--- src/rtl/c3pr_pkg.sv ---
// Shared types, constants and saturation helpers for the C3 photosynthesis block.
// No dependencies.
package c3pr_pkg;

    localparam int C3PR_QW = 63;
    localparam logic [C3PR_QW-1:0] C3PR_CAP = 63'h4000_0000_0000_0000;
    localparam logic signed [31:0] C3PR_TOP = 32'sh7fff_ffff;

    localparam logic [31:0] C3PR_OXY_RST   = 32'd13762560;
    localparam logic [16:0] C3PR_ALPHA_RST = 17'd0;
    localparam logic [15:0] C3PR_EC_RST    = 16'd16384;
    localparam logic [15:0] C3PR_EO_RST    = 16'd16384;

    typedef enum logic [1:0] {
        C3PR_REG_OXY,
        C3PR_REG_ALPHA,
        C3PR_REG_EC,
        C3PR_REG_EO
    } t_c3pr_reg;

    typedef enum logic [1:0] {
        C3PR_SEL_WC,
        C3PR_SEL_WJ,
        C3PR_SEL_WP
    } t_c3pr_sel;

    typedef struct packed {
        logic [31:0] ci_co2;
        logic [31:0] gamma_star;
        logic [31:0] j_rate;
        logic [31:0] kc_const;
        logic [31:0] ko_const;
        logic [31:0] resp_rate;
        logic [31:0] tpu_rate;
        logic [31:0] vcmax_rate;
    } t_c3pr_in;

    typedef struct packed {
        logic signed [31:0] net_rate;
        logic signed [31:0] rubisco_net;
        logic signed [31:0] regen_net;
        logic signed [31:0] tpu_net;
        logic signed [31:0] carbox_rate;
        logic signed [31:0] rubisco_carbox;
        logic signed [31:0] regen_carbox;
        logic signed [31:0] tpu_carbox;
        logic               tpu_unlimited;
    } t_c3pr_out;

    function automatic logic signed [31:0] c3pr_sat32(input logic signed [65:0] v);
        if (v > 66'sd2147483647) begin
            return C3PR_TOP;
        end else if (v < -66'sd2147483648) begin
            return 32'sh8000_0000;
        end else begin
            return signed'(v[31:0]);
        end
    endfunction

    function automatic logic signed [31:0] c3pr_satu(input logic [C3PR_QW-1:0] w);
        if (w > 63'd2147483647) begin
            return C3PR_TOP;
        end else begin
            return signed'(w[31:0]);
        end
    endfunction

endpackage

--- src/rtl/c3pr_skid.sv ---
// Output register plus one skid entry; the pipeline advances while the skid is empty.
// Depends on c3pr_pkg.
module c3pr_skid import c3pr_pkg::*; (
    input  logic      i_clk,
    input  logic      i_rst_n,
    input  logic      i_valid,
    input  t_c3pr_out i_data,
    output logic      o_en,
    output logic      o_valid,
    input  logic      i_ready,
    output t_c3pr_out o_data
);
    logic      r_out_v;
    logic      r_skid_v;
    t_c3pr_out r_out;
    t_c3pr_out r_skid;
    logic      w_take;
    logic      w_push;

    assign o_en    = !r_skid_v;
    assign w_take  = r_out_v && i_ready;
    assign w_push  = o_en && i_valid;
    assign o_valid = r_out_v;
    assign o_data  = r_out;

    always_ff @(posedge i_clk) begin
        if (!i_rst_n) begin
            r_out_v  <= 1'b0;
            r_skid_v <= 1'b0;
        end else if (r_skid_v) begin
            if (w_take) begin
                r_skid_v <= 1'b0;
            end
        end else if (w_push) begin
            if (!r_out_v || w_take) begin
                r_out_v <= 1'b1;
            end else begin
                r_skid_v <= 1'b1;
            end
        end else if (w_take) begin
            r_out_v <= 1'b0;
        end
    end

    always_ff @(posedge i_clk) begin
        if (r_skid_v) begin
            if (w_take) begin
                r_out <= r_skid;
            end
        end else if (w_push) begin
            if (!r_out_v || w_take) begin
                r_out <= i_data;
            end else begin
                r_skid <= i_data;
            end
        end
    end

endmodule

--- config.mk ---
export PLATFORM = sky130hd
export DESIGN_NAME = c3pr_skid
export DESIGN_NICKNAME = d
export VERILOG_FILES = /design/src/rtl/c3pr_pkg.sv /design/src/rtl/c3pr_skid.sv
export SDC_FILE = /design/constraint.sdc
export NUM_CORES = 1
export LEC_CHECK = 0
export CAP_MARGIN = 20
export CORE_UTILIZATION = 35
export CTS_CLUSTER_DIAMETER = 120
export CTS_CLUSTER_SIZE = 16
export DETAILED_ROUTE_END_ITERATION = 8
export DONT_BUFFER_PORTS = 1
export GPL_TIMING_DRIVEN = 0
export SLEW_MARGIN = 20
export SYNTH_ARGS = -nofsm -noshare
export SYNTH_HDL_FRONTEND = slang
export SYNTH_SLANG_ARGS = --single-unit
--- constraint.sdc ---
create_clock -name i_clk -period 28.9 [get_ports i_clk]
set_input_delay 5.78 -clock i_clk [delete_from_list [all_inputs] [get_ports i_clk]]
set_output_delay 5.78 -clock i_clk [all_outputs]
set_load 0.01 [all_outputs]
==> results of run 1 <==
[registers in the layout (all words and copies together) (netlist names)]
register and cells:
o_data 257, r_skid 257, o_valid 1, r_skid_v 1
[final timing paths]
check,depth (start not counted),slack [ns],end,startpoint
setup / recovery,4,21.54,o_en,r_skid_v
hold / removal,1,0.53,o_data[163],r_skid[163]
setup reg to reg,11,25.83,o_data[34],r_skid_v
hold reg to reg,1,0.53,o_data[163],r_skid[163]
[stage by stage]
step	cell area [sq um]	setup WS, ns	power [uW]	cells
final	21800	21.54	1500	1576
after CTS	21800	21.43	1520	1576
after global placement	20200	3.03	1050	1510
after floorplan	19400	9.73	1010	814
after detailed placement	20800	20.94	1040	1529
after global routing	21800	21.40	1550	1576
[routing by layer]
metal	global-route usage [%]	vias up	part of all wire (%)
li1	-	3345	-
met1	14.9	3929	36
met2	22.4	323	50
met3	6.46	56	11
met4	4.56	4	2.6
met5	0	-	0.067
[placed cells by master (no fill, tap or decap), drive strengths merged]
master  Yosys  layout
clkbuf      0      45
mux2      257     257
dfxtp       2       2
nand2       1       1
edfxtp    514     514
inv         3       4
nand3b      1       1
mux2i       1       1
and4        1       1
nor2b       1       1
o21ai       1       1
a21oi       2       2
buf        29      48
clkinv      0       1
a211oi      1       1
[layout make-up]
class	instances	area [sq um]	area share, %
well taps	696	871	3.99
clock inverters	2	25.0	0.115
repair buffers	19	523	2.40
plain buffers	29	273	1.25
multi-input cells	266	3630	16.6
inverters	3	11.3	0.0516
clock buffers	45	998	4.58
flip-flops and latches	516	15500	71.0
[where the power goes]
part           total (uW)  internal [uW]  switching, uW
Sequential            916            880           36.7
Clock                 485            244            241
Combinational        99.4           55.2           44.2
Total                1500           1180            322
[cells by family (layout without fill, tap and decap cells)]
| kind of cell | Yosys count | in the layout | synth area share, % |
|---|---|---|---|
| buf+inv | 32 | 98 | 1.47 |
| mux | 258 | 258 | 18.4 |
| simple gates | 4 | 4 | 0.136 |
| flops | 516 | 516 | 79.9 |
| compound gates | 4 | 4 | 0.116 |
==> flow_metrics.tcl, run 1 <==
set metrics [dict create \
    status "complete, no violations" \
    yosysWarnings 0 \
    crit_path_top_delay_cell "dfxtp_1" \
    fin_crit_ns 7.36 \
    ys_top_cells_by_area "edfxtp_1 (80%), mux2_4 (14%), mux2_2 (4.7%), buf_6 (1.2%), buf_2 (0.21%)" \
    drt-pass1-iter-count 4 \
    nets 1134 \
    report.final.slew_viol_count 0 \
    ios 520 \
    cts_hold_buffers 0 \
    drt-initial-drc-count 394 \
    yosysTopAreaCell "edfxtp_1" \
    core-area_sq_um 54200 \
    htreeDepth 2 \
    setup_viol 0 \
    cp.required_ns 23.12 \
    max_freq_ghz 0.136 \
    worstSetupPathType "reg -> out" \
    path_cells "buf_4, buf_6, buf_6, inv_1" \
    antenna_left 0 \
    whs_ns 0.535 \
    syn_nets 1075 \
    hold_path.class "reg -> reg" \
    numCtsBuffers 38 \
    finish.utilization_pct 40.2 \
    cpMostUsedCell "buf_6" \
    synth_edf_count 514 \
    fin_skew_ns 0.0214 \
    synth-main-ff-cell "edfxtp_1" \
    worst_ep_arrival_time_ns 1.58 \
    yosysMostFrequentCell "edfxtp_1" \
    area_delta_synth_final_pct 12.5 \
    drt-wirelength-per-cell_um 24.6 \
    p_leak_uw 0.00729 \
    netlist_area_sq_um 19400 \
    synth_top_cell_area_share_pct 79.7 \
    synth-seq-area-share_pct 79.9 \
    die_h_um 237 \
    synth-seq-cells 516 \
    rsz0062_at_grt "no" \
    synth_cells 814 \
    fillerInstances 4721 \
    drive_gt1_share_pct 39.5 \
    clkSlewWorstSetupHoldPaths_ns 0.08 \
    setup.worst_path.start_class "flop" \
    viasPerCell 4.86 \
    dr_total_vias 7657 \
    cp_top_family "buffers and inverters" \
    cts_setup_buffers 0 \
    antenna_found_initial 3 \
    place_hpwl_mm 27.8 \
    grt_max_degree 55 \
    cts_resized 0 \
    final-hold-violation-count 0 \
    drc 0 \
    cts.sinks 516 \
    die_area_sq_um 56300 \
    worst_path_largest_cell_delay_ns 0.31 \
    period_share_pct 25.5 \
    rows 85 \
    diodes 0 \
    end_kind "output port" \
    max-vdd-ir-drop_uv 41.0 \
    initial_core_util_pct 35.7 \
    routed_wl_mm 38.8 \
    cap_violations 0 \
    tightest_slew_ns 0.665 \
    cts_tree "done" \
    async_flop_share_pct 0 \
    cp_max_fo 10 \
    cp_num_buf_inv 4 \
    place_congestion 0.748 \
    syn_avg_cell_area_sq_um 23.8 \
    grt_pass1_vias 7936 \
    ys_types 16 \
    power_density_nw_per_um2 68.8 \
    grt_pass1_wl_mm 55.6 \
    cts_buffer_depth 3 \
    slew_headroom_pct 55.5 \
    track_usage_pct 13.4 \
    cts_root_buffer "clkbuf_16" \
    io_buffers 0 \
    finalSetupTns_ns 0 \
    ys_top_cells_by_count "edfxtp_1 (514), mux2_4 (176), mux2_2 (81)" \
    overflow 0 \
    clock_latency_ns 0.56 \
    die_x_um 237 \
]
Note: power is estimated with default switching activity, not from simulation.
==> run 2, diff against run 1 <==
- clock period: 28.9 -> 7.05 ns (I/O delays scaled with it)
==> flow_metrics.tcl, run 2 (synthesis results as in run 1) <==
set metrics [dict create \
    drt-initial-drc-count 493 \
    setup_viol 0 \
    tightest_slew_ns 0.544 \
    worst_ep_arrival_time_ns 3.47 \
    regToRegStartpoint "r_skid_v" \
    nets 1135 \
    cp_max_fo 24 \
    numCtsBuffers 38 \
    finalSetupTns_ns 0 \
    status "complete, no violations" \
    min_from "r_skid[54]" \
    cts_buffer_depth 3 \
    period_share_pct 45.6 \
    dr_total_vias 7661 \
    swShare_pct 21.4 \
    dp_cells 1530 \
    hold_end "o_data[54]" \
    cp_top_family "buffers and inverters" \
    switching_power_uw 1330 \
    grt_pass1_vias 7974 \
    cts_setup_buffers 0 \
    report.final.slew_viol_count 0 \
    cts_hold_buffers 0 \
    seq_power_share_pct 60.5 \
    finish.utilization_pct 40.3 \
    cts_resized 0 \
    slew_headroom_pct 63.7 \
    power_density_nw_per_um2 284 \
    worstHoldPathCells 1 \
    cts_root_buffer "clkbuf_16" \
    final-hold-violation-count 0 \
    finalPower_uw 6200 \
    viasPerCell 4.85 \
    reg2regPathDepth 12 \
    cp.required_ns 7.30 \
    routed_wl_mm 39.8 \
    antenna_found_initial 2 \
    die_area_sq_um 56300 \
    use_met3_pct 6.38 \
    cpMostUsedCell "buf_16" \
    drc 0 \
    max-vdd-ir-drop_uv 204 \
    grtUsageMet2_pct 22.4 \
    track_usage_pct 13.6 \
    clock_latency_ns 0.56 \
    path_cells "buf_4, buf_6, buf_6, mux2i_1, a21oi_4, buf_16, buf_16, buf_8, buf_16, buf_16, buf_16, buf_16" \
    timing.rr.end "o_data[155]" \
    cp_num_buf_inv 10 \
    p_leak_uw 0.00732 \
    rows 85 \
    rsz0062_at_grt "no" \
    grtUsageMet1_pct 15.7 \
    die_x_um 237 \
    worst_path_largest_cell_delay_ns 0.47 \
    core-area_sq_um 54200 \
    hold_path.class "reg -> reg" \
    rrSetupSlack_ns 3.84 \
    clkSlewWorstSetupHoldPaths_ns 0.08 \
    drt-pass1-iter-count 4 \
    cap_violations 0 \
    mostFrequentLayoutCell "edfxtp_1" \
    diodes 0 \
    worstSetupPathType "reg -> reg" \
    instances_no_fill 1578 \
    placed_area_sq_um 20800 \
    grt_max_degree 53 \
    drive_gt1_share_pct 39.7 \
    place_hpwl_mm 28.4 \
    p_clk_share_pct 32.8 \
    end_kind "flop" \
    drt-wirelength-per-cell_um 25.2 \
    ios 520 \
    design_area_sq_um 21800 \
    io_buffers 0 \
    p_int_uw 4870 \
    die_h_um 237 \
    cts_tree "done" \
    crit_path_top_delay_cell "a21oi_4" \
    fin_crit_ns 3.21 \
    setup.worst_path.start_class "flop" \
    antenna_left 0 \
    max_freq_ghz 0.311 \
    grt_pass1_wl_mm 56.4 \
    combPwrFrac_pct 6.6 \
    place_congestion 0.753 \
    layout_common_cells "edfxtp_1 (514), mux2_4 (176), mux2_2 (81)" \
    initial_core_util_pct 35.7 \
    htreeDepth 2 \
    fin_skew_ns 0.0154 \
    busiest_layer "met2" \
    area_delta_synth_final_pct 12.8 \
    overflow 0 \
    cts.sinks 516 \
]
## run 2: cell count changes in the layout (fill, tap and decap cells not counted), sizes merged
| cell | previous run | this run |
|---|---|---|
| inv | 4 | 3 |
| buf | 48 | 49 |
| clkbuf | 45 | 47 |
## run 2: per-stage QoR
stage	setup WS, ns	hold WS [ns]
6_report	3.84	0.533
5_1_grt	3.65	0.543
4_1_cts	3.77	0.530
3_5_place_dp	3.41	0.531
3_3_place_gp	-1.41	0.526
2_1_floorplan	0.896	0.523
## run 2: worst max path at each step
stage             start          end  cells past startpoint
6_report       r_skid_v  o_data[155]                     12
2_1_floorplan   i_valid    o_data[0]                      2
3_3_place_gp    i_valid   o_data[92]                      2
3_5_place_dp    i_valid   o_data[92]                      9
5_1_grt        r_skid_v  o_data[114]                     12
4_1_cts        r_skid_v   o_data[92]                     12
## run 2: power groups by stage
| stage | Sequential [uW] | Combinational (uW) | Clock, uW |
|---|---|---|---|
| 2_1_floorplan | 3800 | 287 | 0 |
| 3_3_place_gp | 3870 | 351 | 0 |
| 6_report | 3760 | 412 | 2040 |
| 4_1_cts | 3760 | 421 | 2120 |
| 5_1_grt | 3770 | 440 | 2210 |
| 3_5_place_dp | 3830 | 421 | 0 |
## run 2: final cells by class
type	count	area, sq um
clock buffer	47	1050
timing repair buffer	20	526
fill	4708	32400
tap	696	871
sequential	516	15500
buffer	29	273
clock inverter	1	16.3
multi-input combinational	266	3630
inverter	3	11.3
## run 2: routing by layer
metal	vias to the layer above	share of wire, %
met5	-	0
met4	0	2.3
met3	55	11
met2	340	49
met1	3914	37
li1	3352	-
